$ cat src/rtl/core/ccp_pkg.sv
package ccp_pkg;

  localparam int unsigned MODULUS = 3329;

  // Field and state widths.
  localparam int unsigned VAL_W  = 12;
  localparam int unsigned D_W    = 4;
  localparam int unsigned CODE_W = 11;
  localparam int unsigned ACC_W  = 18;
  localparam int unsigned CNT_W  = 5;
  // A 12-bit coefficient shifted by up to 11 bits, plus half the modulus.
  localparam int unsigned NUM_W  = 23;

  localparam logic [D_W-1:0] D_RESET = 4'd4;
  localparam logic [D_W-1:0] D_MIN   = 4'd1;
  localparam logic [D_W-1:0] D_MAX   = 4'd11;

  // floor(2^32 / MODULUS); the quotient estimate is low by at most one.
  localparam logic [31:0] RECIP = 32'((64'd1 << 32) / MODULUS);
  localparam logic [NUM_W-1:0] HALF_MOD = NUM_W'(MODULUS / 2);

  localparam int unsigned QUEUE_DEPTH = 4;

  localparam logic OP_COMPRESS   = 1'b0;
  localparam logic OP_DECOMPRESS = 1'b1;

  localparam logic KIND_BYTE  = 1'b0;
  localparam logic KIND_COEFF = 1'b1;

  // One classified item: a d-bit compressed code or a packed byte.
  typedef struct packed {
    logic              op;
    logic              eop;
    logic [CODE_W-1:0] code;
  } item_t;

endpackage

$ cat src/rtl/core/ccp_front.sv
module ccp_front #(
  parameter int unsigned DEPTH = ccp_pkg::QUEUE_DEPTH
) (
  input  logic                            clk_i,
  input  logic                            rst_ni,
  input  logic                            in_valid_i,
  output logic                            in_ready_o,
  input  logic                            in_op_i,
  input  logic [ccp_pkg::VAL_W-1:0]       in_val_i,
  input  logic                            in_eop_i,
  input  logic [ccp_pkg::D_W-1:0]         d_i,
  input  logic [$clog2(DEPTH+1)-1:0]      fifo_count_i,
  output logic                            push_o,
  output ccp_pkg::item_t                  push_item_o
);

  localparam int unsigned CW = $clog2(DEPTH + 1);
  localparam int unsigned NW = ccp_pkg::NUM_W;

  logic                 s1_v_q, s1_v_d;
  logic                 s1_op_q, s1_eop_q;
  logic [NW-1:0]        s1_num_q, s1_num_d;
  logic                 s2_v_q;
  logic                 s2_op_q, s2_eop_q;
  logic [NW-1:0]        s2_num_q;
  logic [NW-1:0]        s2_q0_q, s2_q0_d;
  logic [NW+31:0]       prod;
  logic [NW-1:0]        chk;
  logic [NW-1:0]        rem;
  logic [NW-1:0]        quot;
  logic [ccp_pkg::CODE_W-1:0] mask;
  logic [CW:0]          used;
  logic                 accept;

  // Items in flight in the pipeline hold a slot in the queue in advance.
  assign used = (CW+1)'(fifo_count_i) + (CW+1)'(s1_v_q) + (CW+1)'(s2_v_q);
  assign in_ready_o = used < (CW+1)'(DEPTH);
  assign accept = in_valid_i && in_ready_o;
  assign s1_v_d = accept;

  always_comb begin
    if (in_op_i == ccp_pkg::OP_DECOMPRESS) begin
      s1_num_d = NW'(in_val_i[7:0]);
    end else begin
      s1_num_d = (NW'(in_val_i) << d_i) + ccp_pkg::HALF_MOD;
    end
  end

  assign prod = (NW+32)'(s1_num_q) * (NW+32)'(ccp_pkg::RECIP);
  assign s2_q0_d = prod[NW+31:32];

  assign chk  = NW'(s2_q0_q * NW'(ccp_pkg::MODULUS));
  assign rem  = s2_num_q - chk;
  assign quot = s2_q0_q + NW'(rem >= NW'(ccp_pkg::MODULUS));
  assign mask = ccp_pkg::CODE_W'((12'd1 << d_i) - 12'd1);

  always_comb begin
    push_o = s2_v_q;
    push_item_o.op  = s2_op_q;
    push_item_o.eop = s2_eop_q;
    if (s2_op_q == ccp_pkg::OP_DECOMPRESS) begin
      push_item_o.code = ccp_pkg::CODE_W'(s2_num_q[7:0]);
    end else begin
      push_item_o.code = ccp_pkg::CODE_W'(quot) & mask;
    end
  end

  always_ff @(posedge clk_i or negedge rst_ni) begin
    if (!rst_ni) begin
      s1_v_q <= 1'b0;
      s2_v_q <= 1'b0;
    end else begin
      s1_v_q <= s1_v_d;
      s2_v_q <= s1_v_q;
    end
  end

  always_ff @(posedge clk_i) begin
    s1_op_q  <= in_op_i;
    s1_eop_q <= in_eop_i;
    s1_num_q <= s1_num_d;
    s2_op_q  <= s1_op_q;
    s2_eop_q <= s1_eop_q;
    s2_num_q <= s1_num_q;
    s2_q0_q  <= s2_q0_d;
  end

endmodule

$ cat src/rtl/core/ccp_queue.sv
module ccp_queue #(
  parameter int unsigned DEPTH = ccp_pkg::QUEUE_DEPTH
) (
  input  logic                       clk_i,
  input  logic                       rst_ni,
  input  logic                       push_i,
  input  ccp_pkg::item_t             item_i,
  input  logic                       pop_i,
  output ccp_pkg::item_t             item_o,
  output logic                       valid_o,
  output logic [$clog2(DEPTH+1)-1:0] count_o
);

  localparam int unsigned AW = (DEPTH > 1) ? $clog2(DEPTH) : 1;
  localparam int unsigned CW = $clog2(DEPTH + 1);

  ccp_pkg::item_t   mem_q [DEPTH];
  logic [AW-1:0]    wr_ptr_q, wr_ptr_d;
  logic [AW-1:0]    rd_ptr_q, rd_ptr_d;
  logic [CW-1:0]    count_q, count_d;
  logic             do_push, do_pop;

  assign valid_o = count_q != '0;
  assign count_o = count_q;
  assign item_o  = mem_q[rd_ptr_q];
  assign do_push = push_i && (count_q != CW'(DEPTH));
  assign do_pop  = pop_i && valid_o;

  always_comb begin
    wr_ptr_d = wr_ptr_q;
    rd_ptr_d = rd_ptr_q;
    count_d  = count_q;
    if (do_push) begin
      wr_ptr_d = (wr_ptr_q == AW'(DEPTH - 1)) ? '0 : wr_ptr_q + AW'(1);
    end
    if (do_pop) begin
      rd_ptr_d = (rd_ptr_q == AW'(DEPTH - 1)) ? '0 : rd_ptr_q + AW'(1);
    end
    case ({do_push, do_pop})
      2'b10:   count_d = count_q + CW'(1);
      2'b01:   count_d = count_q - CW'(1);
      default: count_d = count_q;
    endcase
  end

  always_ff @(posedge clk_i or negedge rst_ni) begin
    if (!rst_ni) begin
      wr_ptr_q <= '0;
      rd_ptr_q <= '0;
      count_q  <= '0;
    end else begin
      wr_ptr_q <= wr_ptr_d;
      rd_ptr_q <= rd_ptr_d;
      count_q  <= count_d;
    end
  end

  always_ff @(posedge clk_i) begin
    if (do_push) begin
      mem_q[wr_ptr_q] <= item_i;
    end
  end

endmodule

$ cat src/rtl/core/ccp_back.sv
module ccp_back (
  input  logic                          clk_i,
  input  logic                          rst_ni,
  input  logic [ccp_pkg::D_W-1:0]       d_i,
  input  logic                          cfg_clear_i,
  input  ccp_pkg::item_t                item_i,
  input  logic                          item_valid_i,
  output logic                          pop_o,
  output logic                          out_valid_o,
  input  logic                          out_ready_i,
  output logic                          out_kind_o,
  output logic [ccp_pkg::VAL_W-1:0]     out_value_o,
  output logic                          out_last_o
);

  localparam int unsigned AW = ccp_pkg::ACC_W;
  localparam int unsigned CNW = ccp_pkg::CNT_W;

  logic [AW-1:0]  acc_q, acc_d;
  logic [CNW-1:0] cnt_q, cnt_d;
  logic           dir_q, dir_d;
  logic           active_q, active_d;
  logic           act_op_q, act_op_d;
  logic           act_eop_q, act_eop_d;
  logic           out_valid_q, out_valid_d;
  logic           out_kind_q, out_last_q;
  logic [ccp_pkg::VAL_W-1:0] out_value_q;

  logic [AW-1:0]  base_acc, src_acc, rem_acc;
  logic [CNW-1:0] base_cnt, src_cnt, rem_cnt, grp, act_grp;
  logic           src_op, src_eop, work, has, last, slot_free, load_out;
  logic [ccp_pkg::CODE_W-1:0] mask, sym;
  logic [23:0]    coef_sum;
  logic [ccp_pkg::VAL_W-1:0] res_value;

  // Merge the queue head into the pending bits; a change of direction
  // starts from an empty accumulator.
  always_comb begin
    if (item_i.op != dir_q) begin
      base_acc = '0;
      base_cnt = '0;
    end else begin
      base_acc = acc_q;
      base_cnt = cnt_q;
    end
    if (active_q) begin
      src_acc = acc_q;
      src_cnt = cnt_q;
      src_op  = act_op_q;
      src_eop = act_eop_q;
    end else begin
      src_acc = base_acc | (AW'(item_i.code) << base_cnt);
      src_cnt = base_cnt + ((item_i.op == ccp_pkg::OP_DECOMPRESS) ? CNW'(8) : CNW'(d_i));
      src_op  = item_i.op;
      src_eop = item_i.eop;
    end
  end

  assign grp  = (src_op == ccp_pkg::OP_DECOMPRESS) ? CNW'(d_i) : CNW'(8);
  assign has  = src_cnt >= grp;
  assign rem_cnt = src_cnt - grp;
  assign rem_acc = (src_op == ccp_pkg::OP_DECOMPRESS) ? (src_acc >> d_i) : (src_acc >> 8);
  assign last = rem_cnt < grp;

  assign mask = ccp_pkg::CODE_W'((12'd1 << d_i) - 12'd1);
  assign sym  = src_acc[ccp_pkg::CODE_W-1:0] & mask;
  assign coef_sum = 24'(sym) * 24'(ccp_pkg::MODULUS) + (24'd1 << (d_i - ccp_pkg::D_W'(1)));

  always_comb begin
    if (src_op == ccp_pkg::OP_DECOMPRESS) begin
      res_value = ccp_pkg::VAL_W'(coef_sum >> d_i);
    end else begin
      res_value = ccp_pkg::VAL_W'(src_acc[7:0]);
    end
  end

  assign work      = active_q || item_valid_i;
  assign slot_free = !out_valid_q || out_ready_i;
  assign load_out  = work && has && slot_free;

  always_comb begin
    acc_d     = acc_q;
    cnt_d     = cnt_q;
    dir_d     = dir_q;
    active_d  = active_q;
    act_op_d  = act_op_q;
    act_eop_d = act_eop_q;
    pop_o     = 1'b0;
    if (work && !has) begin
      // An item that yields no result retires at once.
      pop_o = 1'b1;
      dir_d = src_op;
      acc_d = src_eop ? '0 : src_acc;
      cnt_d = src_eop ? '0 : src_cnt;
    end else if (load_out) begin
      pop_o     = !active_q;
      dir_d     = src_op;
      act_op_d  = src_op;
      act_eop_d = src_eop;
      active_d  = !last;
      if (last && src_eop) begin
        acc_d = '0;
        cnt_d = '0;
      end else begin
        acc_d = rem_acc;
        cnt_d = rem_cnt;
      end
    end
    if (cfg_clear_i) begin
      acc_d    = '0;
      cnt_d    = '0;
      active_d = 1'b0;
    end
  end

  always_comb begin
    if (load_out) begin
      out_valid_d = 1'b1;
    end else if (out_ready_i) begin
      out_valid_d = 1'b0;
    end else begin
      out_valid_d = out_valid_q;
    end
  end

  always_ff @(posedge clk_i or negedge rst_ni) begin
    if (!rst_ni) begin
      acc_q       <= '0;
      cnt_q       <= '0;
      dir_q       <= ccp_pkg::OP_COMPRESS;
      active_q    <= 1'b0;
      act_op_q    <= ccp_pkg::OP_COMPRESS;
      act_eop_q   <= 1'b0;
      out_valid_q <= 1'b0;
    end else begin
      acc_q       <= acc_d;
      cnt_q       <= cnt_d;
      dir_q       <= dir_d;
      active_q    <= active_d;
      act_op_q    <= act_op_d;
      act_eop_q   <= act_eop_d;
      out_valid_q <= out_valid_d;
    end
  end

  always_ff @(posedge clk_i) begin
    if (load_out) begin
      out_kind_q  <= (src_op == ccp_pkg::OP_DECOMPRESS) ? ccp_pkg::KIND_COEFF
                                                        : ccp_pkg::KIND_BYTE;
      out_value_q <= res_value;
      out_last_q  <= last;
    end
  end

  assign out_valid_o = out_valid_q;
  assign out_kind_o  = out_kind_q;
  assign out_value_o = out_value_q;
  assign out_last_o  = out_last_q;

  assign act_grp = (act_op_q == ccp_pkg::OP_DECOMPRESS) ? CNW'(d_i) : CNW'(8);

  // An item still being unpacked always has at least one more group pending.
  a_active_has_group: assert property (@(posedge clk_i) disable iff (!rst_ni)
    active_q |-> cnt_q >= act_grp)
    else $error("active item without a full group pending");

  // A result that is not the last of its item leaves the item in progress.
  a_not_last_stays: assert property (@(posedge clk_i) disable iff (!rst_ni)
    (load_out && !last && !cfg_clear_i) |=> active_q)
    else $error("item retired before its last result");

  // Nothing is taken from the queue while an item is still being unpacked.
  a_no_pop_active: assert property (@(posedge clk_i) disable iff (!rst_ni)
    active_q |-> !pop_o)
    else $error("queue popped during an active item");

endmodule

$ cat src/rtl/core/coefficient_compress_pack.sv
// Coefficient compressor / decompressor with LSB-first bit packing. An item
// with tuser 0 carries a coefficient in tdata and produces
// round(2^d * x / q) mod 2^d, packed into bytes; tuser 1 carries one byte
// whose bits are cut into d-bit groups, each expanded to round(v * q / 2^d).
// Results carry tuser 0 for a byte and 1 for a coefficient, and tlast marks
// the final result of an input item; an item may give no result at all.
// The pending bits are dropped after an item with tlast set, when the
// direction changes, and on every write of d. An item passes the front end
// (two multiplies, registered in s1 and s2) into a four-entry queue; the
// back end emits one result per cycle through its output register unless
// the output is stalled. An item gives up to two bytes when compressing
// and up to eight coefficients when decompressing at d = 1. Back-to-back
// items are taken every cycle while the queue has room, counting s1 and s2.
module coefficient_compress_pack #(
  parameter int unsigned QUEUE_DEPTH = ccp_pkg::QUEUE_DEPTH
) (
  input  logic        clk_i,
  input  logic        rst_ni,
  input  logic        cfg_we_i,
  input  logic [3:0]  cfg_wdata_i,    // bit_width
  input  logic        s_axis_tvalid,
  output logic        s_axis_tready,
  input  logic [15:0] s_axis_tdata,   // [11:0] value, [15:12] zero
  input  logic        s_axis_tuser,   // opcode
  input  logic        s_axis_tlast,   // end_of_poly
  output logic        m_axis_tvalid,
  input  logic        m_axis_tready,
  output logic [15:0] m_axis_tdata,   // [11:0] out_value, [15:12] zero
  output logic        m_axis_tuser,   // out_kind
  output logic        m_axis_tlast    // last
);

  localparam int unsigned CW = $clog2(QUEUE_DEPTH + 1);

  logic [ccp_pkg::D_W-1:0] cfg_q;
  logic [ccp_pkg::D_W-1:0] d_eff;
  logic                    push, pop, fifo_valid;
  logic [CW-1:0]           fifo_count;
  ccp_pkg::item_t          push_item, head_item;
  logic [ccp_pkg::VAL_W-1:0] out_value;

  always_ff @(posedge clk_i or negedge rst_ni) begin
    if (!rst_ni) begin
      cfg_q <= ccp_pkg::D_RESET;
    end else if (cfg_we_i) begin
      cfg_q <= cfg_wdata_i;
    end
  end

  always_comb begin
    if (cfg_q < ccp_pkg::D_MIN) begin
      d_eff = ccp_pkg::D_MIN;
    end else if (cfg_q > ccp_pkg::D_MAX) begin
      d_eff = ccp_pkg::D_MAX;
    end else begin
      d_eff = cfg_q;
    end
  end

  ccp_front #(
    .DEPTH(QUEUE_DEPTH)
  ) u_front (
    .clk_i       (clk_i),
    .rst_ni      (rst_ni),
    .in_valid_i  (s_axis_tvalid),
    .in_ready_o  (s_axis_tready),
    .in_op_i     (s_axis_tuser),
    .in_val_i    (s_axis_tdata[11:0]),
    .in_eop_i    (s_axis_tlast),
    .d_i         (d_eff),
    .fifo_count_i(fifo_count),
    .push_o      (push),
    .push_item_o (push_item)
  );

  ccp_queue #(
    .DEPTH(QUEUE_DEPTH)
  ) u_queue (
    .clk_i  (clk_i),
    .rst_ni (rst_ni),
    .push_i (push),
    .item_i (push_item),
    .pop_i  (pop),
    .item_o (head_item),
    .valid_o(fifo_valid),
    .count_o(fifo_count)
  );

  ccp_back u_back (
    .clk_i       (clk_i),
    .rst_ni      (rst_ni),
    .d_i         (d_eff),
    .cfg_clear_i (cfg_we_i),
    .item_i      (head_item),
    .item_valid_i(fifo_valid),
    .pop_o       (pop),
    .out_valid_o (m_axis_tvalid),
    .out_ready_i (m_axis_tready),
    .out_kind_o  (m_axis_tuser),
    .out_value_o (out_value),
    .out_last_o  (m_axis_tlast)
  );

  assign m_axis_tdata = {4'b0000, out_value};

endmodule

$ cat config.mk
export PLATFORM = sky130hd
export DESIGN_NAME = coefficient_compress_pack
export DESIGN_NICKNAME = d
export VERILOG_FILES = /design/src/rtl/core/ccp_pkg.sv /design/src/rtl/core/ccp_front.sv /design/src/rtl/core/ccp_queue.sv /design/src/rtl/core/ccp_back.sv /design/src/rtl/core/coefficient_compress_pack.sv
export SDC_FILE = /design/constraint.sdc
export NUM_CORES = 1
export LEC_CHECK = 0
export CAP_MARGIN = 40
export CORE_ASPECT_RATIO = 1.5
export CORE_MARGIN = 2
export CORE_UTILIZATION = 40
export CTS_BUF_LIST = sky130_fd_sc_hd__clkbuf_4
export CTS_CLUSTER_DIAMETER = 200
export DETAILED_ROUTE_END_ITERATION = 10
export DONT_BUFFER_PORTS = 1
export MAX_ROUTING_LAYER = met4
export PLACE_DENSITY = 0.61
export SLEW_MARGIN = 10
export SYNTH_ARGS = -nofsm -noshare
export SYNTH_HDL_FRONTEND = slang
export SYNTH_SLANG_ARGS = --single-unit
$ cat constraint.sdc
create_clock -name clk_i -period 9.51 [get_ports clk_i]
set_input_delay 0.4755 -clock clk_i [delete_from_list [all_inputs] [get_ports clk_i]]
set_output_delay 0.4755 -clock clk_i [all_outputs]
set_load 0.005 [all_outputs]
Yosys cells after proc, flatten, opt, wreduce, memory -nomap -nowiden:

Memory sizes are Yosys's and may differ from the RTL's.
Index checks and enable logic that the tools add are counted.

* register bits after elaboration: 117
* word-level logic and storage cells: 126
* memories kept: 1
* bits in writable memories: 52

Memories
* u_queue.mem_q: words 4, bits a word 13, read ports 1, clocked after memory_dff 0, wr ports 1, RTL line ccp_queue.sv:17 `ccp_pkg::item_t mem_q [DEPTH];`

* equality and inequality tests: 7
* order comparisons: 6
* shift-type cells: 6
* reductions and logical operators: 21
* $mul: 3
* mux-type cells: 39
* bitwise logic cells: 4
* add/sub/neg operators: 14

Operator list (number)
* 18-bit two-way mux: 8
* 23-bit by 21-bit multiplier with 44-bit output (second input constant): 1
* 5-bit two-way mux: 7
* 23-bit by 24-bit adder with 24-bit output: 1
* 1-bit by 4-bit << shifter with 24-bit output (first input constant): 1
* 24-bit by 4-bit >> shifter with 12-bit output: 1
* 23-bit by 11-bit adder with 23-bit output (second input constant): 1
* 23-bit by 12-bit >= comparator with 1-bit output (second input constant): 1
* 11-bit by 12-bit multiplier with 23-bit output (second input constant): 1
* 12-bit by 12-bit multiplier with 23-bit output (second input constant): 1
* 12-bit by 4-bit << shifter with 23-bit output: 1
* 23-bit subtractor: 1
* 11-bit bitwise AND: 2
* 18-bit OR: 1
* 11-bit by 5-bit << shifter with 18-bit output: 1
* 18-bit by 4-bit >> shifter with 18-bit output: 1
* 4-bit two-way mux: 4
* 8-bit two-way mux: 2
* 1-bit two-way mux: 14
* 11-bit by 1-bit adder with 11-bit output: 1
* 11-bit two-way mux: 1
* 1-bit by 4-bit << shifter with 11-bit output (first input constant): 1
* 11-bit by 1-bit subtractor with 11-bit output (second input constant): 1
* 2-bit nonzero test: 4
* other kinds (26): 42

Depth between registers and ports, before layout:

* word-level depth: 14
* mapped depth: 30
* gate-level depth less buffers: 27

Hierarchy:

From an unflattened synthesis, not the netlist that was laid out.

* cells, all modules: 2812
* area, all modules: 26182.6 µm²

Modules (own cells, without submodules)
* ccp_front: area each 15018.2 µm², cells an instance 1597, instances 1, seq. area each 1291.2 µm²
* ccp_back: area each 8588.2 µm², cells an instance 1089, instances 1, seq. area each 1121.1 µm²
* ccp_queue: area each 2366.0 µm², cells an instance 108, instances 1, seq. area each 1736.7 µm²
* coefficient_compress_pack: area each 210.2 µm², cells an instance 18, instances 1, seq. area each 101.3 µm²

Least setup slack after synthesis:

Ideal clock, no wire load.

* path type: register to register
* from: register u_queue.rd_ptr_q[0]
* to: register u_back.out_value_q (netlist bit u_back.out_value_o[11]) (data pin)
* arrival: 6.572 ns
* buffers on the path: 5
* clock period less this slack: 6.828 ns
* path slack: 2.682 ns
* cell stages (with the launch flop): 28
* setup time: 0.257 ns
* path through: dfrtp_1 > buf_6 > mux4_2 > xor2_2 > buf_2 > buf_2 > nand2_1 > buf_2 > a2bb2oi_1 > a21oi_1 > ha_1 > inv_1 > ha_1 > ha_1 > inv_1 > fa_1 > inv_1 > fa_1 > ha_1 > clkbuf_1 > a21o_1 > a21o_1 > o311ai_0 > a211oi_1 > a21oi_1 > xnor2_1 > o221a_2 > a32o_1

* longest elaborated chain between the ends: 10
* elaborated cells between the ends (all ways): 12
* classes of those cells: add/sub: 1; mul: 1; eq/ne: 1; shift: 2; mux: 4; bitwise: 2; memory: 1

Ends and longest elaborated chain
* start: declaration: RTL line ccp_queue.sv:19 `logic [AW-1:0] rd_ptr_q, rd_ptr_d;`
* start signal: assignment: RTL line ccp_queue.sv:53 `rd_ptr_q <= rd_ptr_d;`
* memory read 4 x 13 bit (*)
* 1-bit inequality test: RTL line ccp_back.sv:39 `if (item_i.op != dir_q) begin`
* 5-bit two-way mux: RTL line ccp_back.sv:39
* 11-bit by 5-bit << shifter with 18-bit output: RTL line ccp_back.sv:52 `src_acc = base_acc | (AW'(item_i.code) << base_cnt);`
* 18-bit OR: RTL line ccp_back.sv:52
* 18-bit two-way mux: RTL line ccp_back.sv:46 `if (active_q) begin`
* 11-bit bitwise AND: RTL line ccp_back.sv:66 `assign sym = src_acc[ccp_pkg::CODE_W-1:0] & mask;`
* 11-bit by 12-bit multiplier with 23-bit output: RTL line ccp_back.sv:67 `assign coef_sum = 24'(sym) * 24'(ccp_pkg::MODULUS) + (24'd1 << (d_i - ccp_pkg::D_W'(1)));`
* 23-bit by 24-bit adder with 24-bit output: RTL line ccp_back.sv:67
* 24-bit by 4-bit >> shifter with 12-bit output: RTL line ccp_back.sv:71 `res_value = ccp_pkg::VAL_W'(coef_sum >> d_i);`
* end signal: assignment: RTL line ccp_back.sv:150 `out_value_q <= res_value;`
* end: declaration: RTL line ccp_back.sv:27 `logic [ccp_pkg::VAL_W-1:0] out_value_q;`

Every way passes the cells marked *; elsewhere a longest branch is shown, timed or not.
A chain may end at the register's enable or synchronous reset.

Worst setup path after layout:

* from: register u_queue.rd_ptr_q[0]
* to: register u_back.out_value_q (netlist bit u_back.out_value_o[8]) (data pin)

Same word-level chain as after synthesis.

==> results.sh <==
export IMPL_cts_tree="done"
export IMPL_pre_cts_slack_ns=1.50
export IMPL_maxSlewViolCount=0
export IMPL_crit_type="register to register"
export IMPL_hpwl_um=60200
export IMPL_ant_nets=0
export IMPL_max_freq_mhz=126
export IMPL_synth_edff_count=66
export IMPL_status="finished, final reports clean"
export IMPL_rsz0062_at_grt="no"
export IMPL_tightest_slew_ns=0.955
export IMPL_busiest_layer="met2"
export IMPL_synth_xor_xnor_area_share_pct=2.60
export IMPL_setup_tns_final_ns=0
export IMPL_start_util_pct=40.2
export IMPL_setup_ws_ns=1.58
export IMPL_synth_top_family_by_area="adder cells"
export IMPL_grt_overflow=0
export IMPL_slew_headroom_pct=35.5
export IMPL_fin_worst_skew_ns=0.0403
export IMPL_async_flop_share_pct=24.3
export IMPL_yosys_warnings=0
export IMPL_synth_largest_area_cell="fa_1"
export IMPL_grt_max_degree=46
export IMPL_maxCapViolations=0
export IMPL_muxShareOfSynthArea_pct=3.60
export IMPL_grt_pass1_vias=20300
export IMPL_io_pins=47
export IMPL_cts_htree_levels=4
export IMPL_grt_util_met3_pct=2.42
export IMPL_synth_cell_type_count=90
export IMPL_drt_wl_total_um=73600
export IMPL_drc=0
export IMPL_ys_seq_area_share_pct=17.4
export IMPL_grt_first_pass_wirelength_um=116000
export IMPL_placed_cells=3362
export IMPL_ctsResizeCount=0
export IMPL_cp_required_ns=9.90
export IMPL_layout_min_cycle_time_ns=7.93
export IMPL_fp_row_count=111
export IMPL_critPathMaxFanout=22
export IMPL_critical_path_max_stage_delay_ns=0.64
export IMPL_ctsLongestPathBuffers=2
export IMPL_synth_top_area_share_pct=21.7
export IMPL_critPathSlowestCell="mux4_2"
export IMPL_cp_arrival_ns=8.32
export IMPL_n_fill_cell=5929
export IMPL_gr_usage_all_layers_pct=24.8
export IMPL_ys_ff_latch=169
export IMPL_syn2layout_area_growth_pct=5.83
export IMPL_die_w_um=206
export IMPL_die_h_um=307
export IMPL_yosys_area_share_simple_pct=10.2
export IMPL_cp_common_cell="ha_1"
export IMPL_drtPass1Iterations=8
export IMPL_synth_compound_area_share_pct=15.2
export IMPL_cts_sinks=169
export IMPL_wl_per_cell_um=21.6
export IMPL_fin_cells=3415
export IMPL_synth_area_um2=24500
export IMPL_ys_top_cells_by_area="fa_1, ha_1, edfxtp_1"
export IMPL_hold_violations=0
export IMPL_numPortBuffers=0
export IMPL_place_congestion=0.965
export IMPL_clk_pin_slew_worst_paths_ns=0.18
export IMPL_met1_usage_pct=26.8
export IMPL_period_share_pct=83.3
export IMPL_cts_root_buf="clkbuf_4"
export IMPL_num_vias=19200
export IMPL_final_nets=3298
export IMPL_cts_buffers=17
export IMPL_timing_hold_ws_ns=0.0658
export IMPL_ys_flop_type="edfxtp_1"
export IMPL_syn_area_per_cell_um2=9.33
export IMPL_use_met2_pct=44.8
export IMPL_die_area_um2=63200
export IMPL_startpoint_type="register"
export IMPL_initialDrtViolationCount=1262
export IMPL_hold_class="primary input to register"
export IMPL_clock_latency_ns=0.65
export IMPL_endpoint_kind="register"
export IMPL_fp_coreArea_um2=60800
export IMPL_drive_gt1_share_pct=5.07
export IMPL_synth_cells=2623
export IMPL_viasPerCell=5.62
export IMPL_antenna_found_initial=2
export IMPL_synthAdderAreaFrac_pct=41.9
export IMPL_setup_viol_count_final=0
kinds of logic (layout without fill, tap and decap cells):
group	after synthesis	count (layout)
flip-flops	169	169
AND/OR/NAND/NOR	542	542
other	2	11
buffers and inverters	575	567
AO/OA/AOI/OAI	540	540
adder cells (fa/ha/maj)	661	661
multiplexers	63	63
XOR/XNOR	71	71
sequential cells by signal, indices dropped and copies added, names as in the netlist, 2 cells and up:
signal	count
u_queue.wr_ptr_q	2
u_queue.mem_q	52
cfg_q	4
u_front.s2_num_q	23
u_back.out_value_o	12
u_back.cnt_q	5
u_front.s1_num_q	23
u_back.acc_q	18
u_queue.rd_ptr_q	2
u_queue.count_o	3
u_front.s2_q0_q	12
placed cells by master, fill, tap and decap left out, types with 17 or more instances in the layout:
| cell type | instances |
|---|---|
| a211oi_1 | 30 |
| a21o_1 | 26 |
| a21oi_1 | 107 |
| a22oi_1 | 17 |
| a31oi_1 | 27 |
| and2_1 | 21 |
| buf_4 | 31 |
| clkbuf_4 | 18 |
| dfrtp_1 | 39 |
| dfxtp_1 | 62 |
| dlygate4sd3_1 | 17 |
| edfxtp_1 | 66 |
| fa_1 | 265 |
| ha_1 | 396 |
| inv_1 | 479 |
| mux2i_1 | 33 |
| mux4_2 | 19 |
| nand2_1 | 161 |
| nand2b_1 | 17 |
| nand3_1 | 41 |
| nor2_1 | 163 |
| nor3_1 | 56 |
| o211ai_1 | 31 |
| o21a_1 | 17 |
| o21ai_0 | 102 |
| o31ai_1 | 23 |
| xnor2_1 | 40 |
| xor2_1 | 29 |
final cells by class:
| cell class | instances | area, um^2 | area share (%) |
|---|---|---|---|
| flip-flops and latches | 169 | 4250 | 16.4 |
| clock inverters | 14 | 198 | 0.763 |
| clock buffers | 18 | 135 | 0.522 |
| diodes | 1 | 2.50 | 0.00966 |
| repair buffers | 52 | 455 | 1.76 |
| multi-input cells | 1887 | 18100 | 69.7 |
| inverters | 483 | 1810 | 7.00 |
| well taps | 791 | 990 | 3.82 |
per-stage QoR:
stage                     utilization (%)  area, um^2
after detailed placement             41.7       25400
after floorplan                         -       24500
after global placement               41.7       25300
after CTS                            42.6       25900
after global routing                 42.6       25900
final                                42.6       25900
worst paths after layout:
kind	slack, ns	start	to	cells after the start
max in group asynchronous	8.91	rst_ni	cfg_q[2]	2
max	1.58	u_queue.rd_ptr_q[0]	u_back.out_value_o[8]	26
min in group asynchronous	0.29	rst_ni	u_back.cnt_q[1]	2
max reg2reg	1.58	u_queue.rd_ptr_q[0]	u_back.out_value_o[8]	26
min reg2reg	0.36	u_front.s1_op_q	u_front.s2_op_q	0
min	0.07	s_axis_tdata[7]	u_front.s1_num_q[7]	2
layer usage:
metal	up-vias	part of all wire (%)
li1	8956	-
met1	9472	37
met2	563	53
met3	192	3.8
met4	0	5.5
met5	-	0
cell usage after synthesis (all sizes together) (35+ instances only):
| library cell | number |
|---|---|
| fa | 265 |
| nand3 | 42 |
| dfxtp | 62 |
| dfrtp | 40 |
| a21oi | 108 |
| xnor2 | 41 |
| clkbuf | 57 |
| nor2 | 164 |
| ha | 396 |
| inv | 479 |
| nand2 | 162 |
| buf | 35 |
| nor3 | 59 |
| o21ai | 105 |
| edfxtp | 66 |
repair_timing:
action / 4_1_cts / 5_1_grt
setup buffers: 0 / 0
hold endpoints to repair: 82 / 0
hold buffers: 18 / 0
critical path, delay by kind of cell, from the launching register on:
family,cells,cell delay (ns)
AOI/OAI and AO/OA,8,2.39
adders and majority gates,6,2.30
and+or+nand+nor,4,0.89
buffers and inverters,5,0.67
muxes,1,0.64
DFF,1,0.41
xor gates and xnor gates,2,0.35
Power is not shown: default switching activity piles up to over one toggle a cycle in this logic, so the estimate is an artifact.
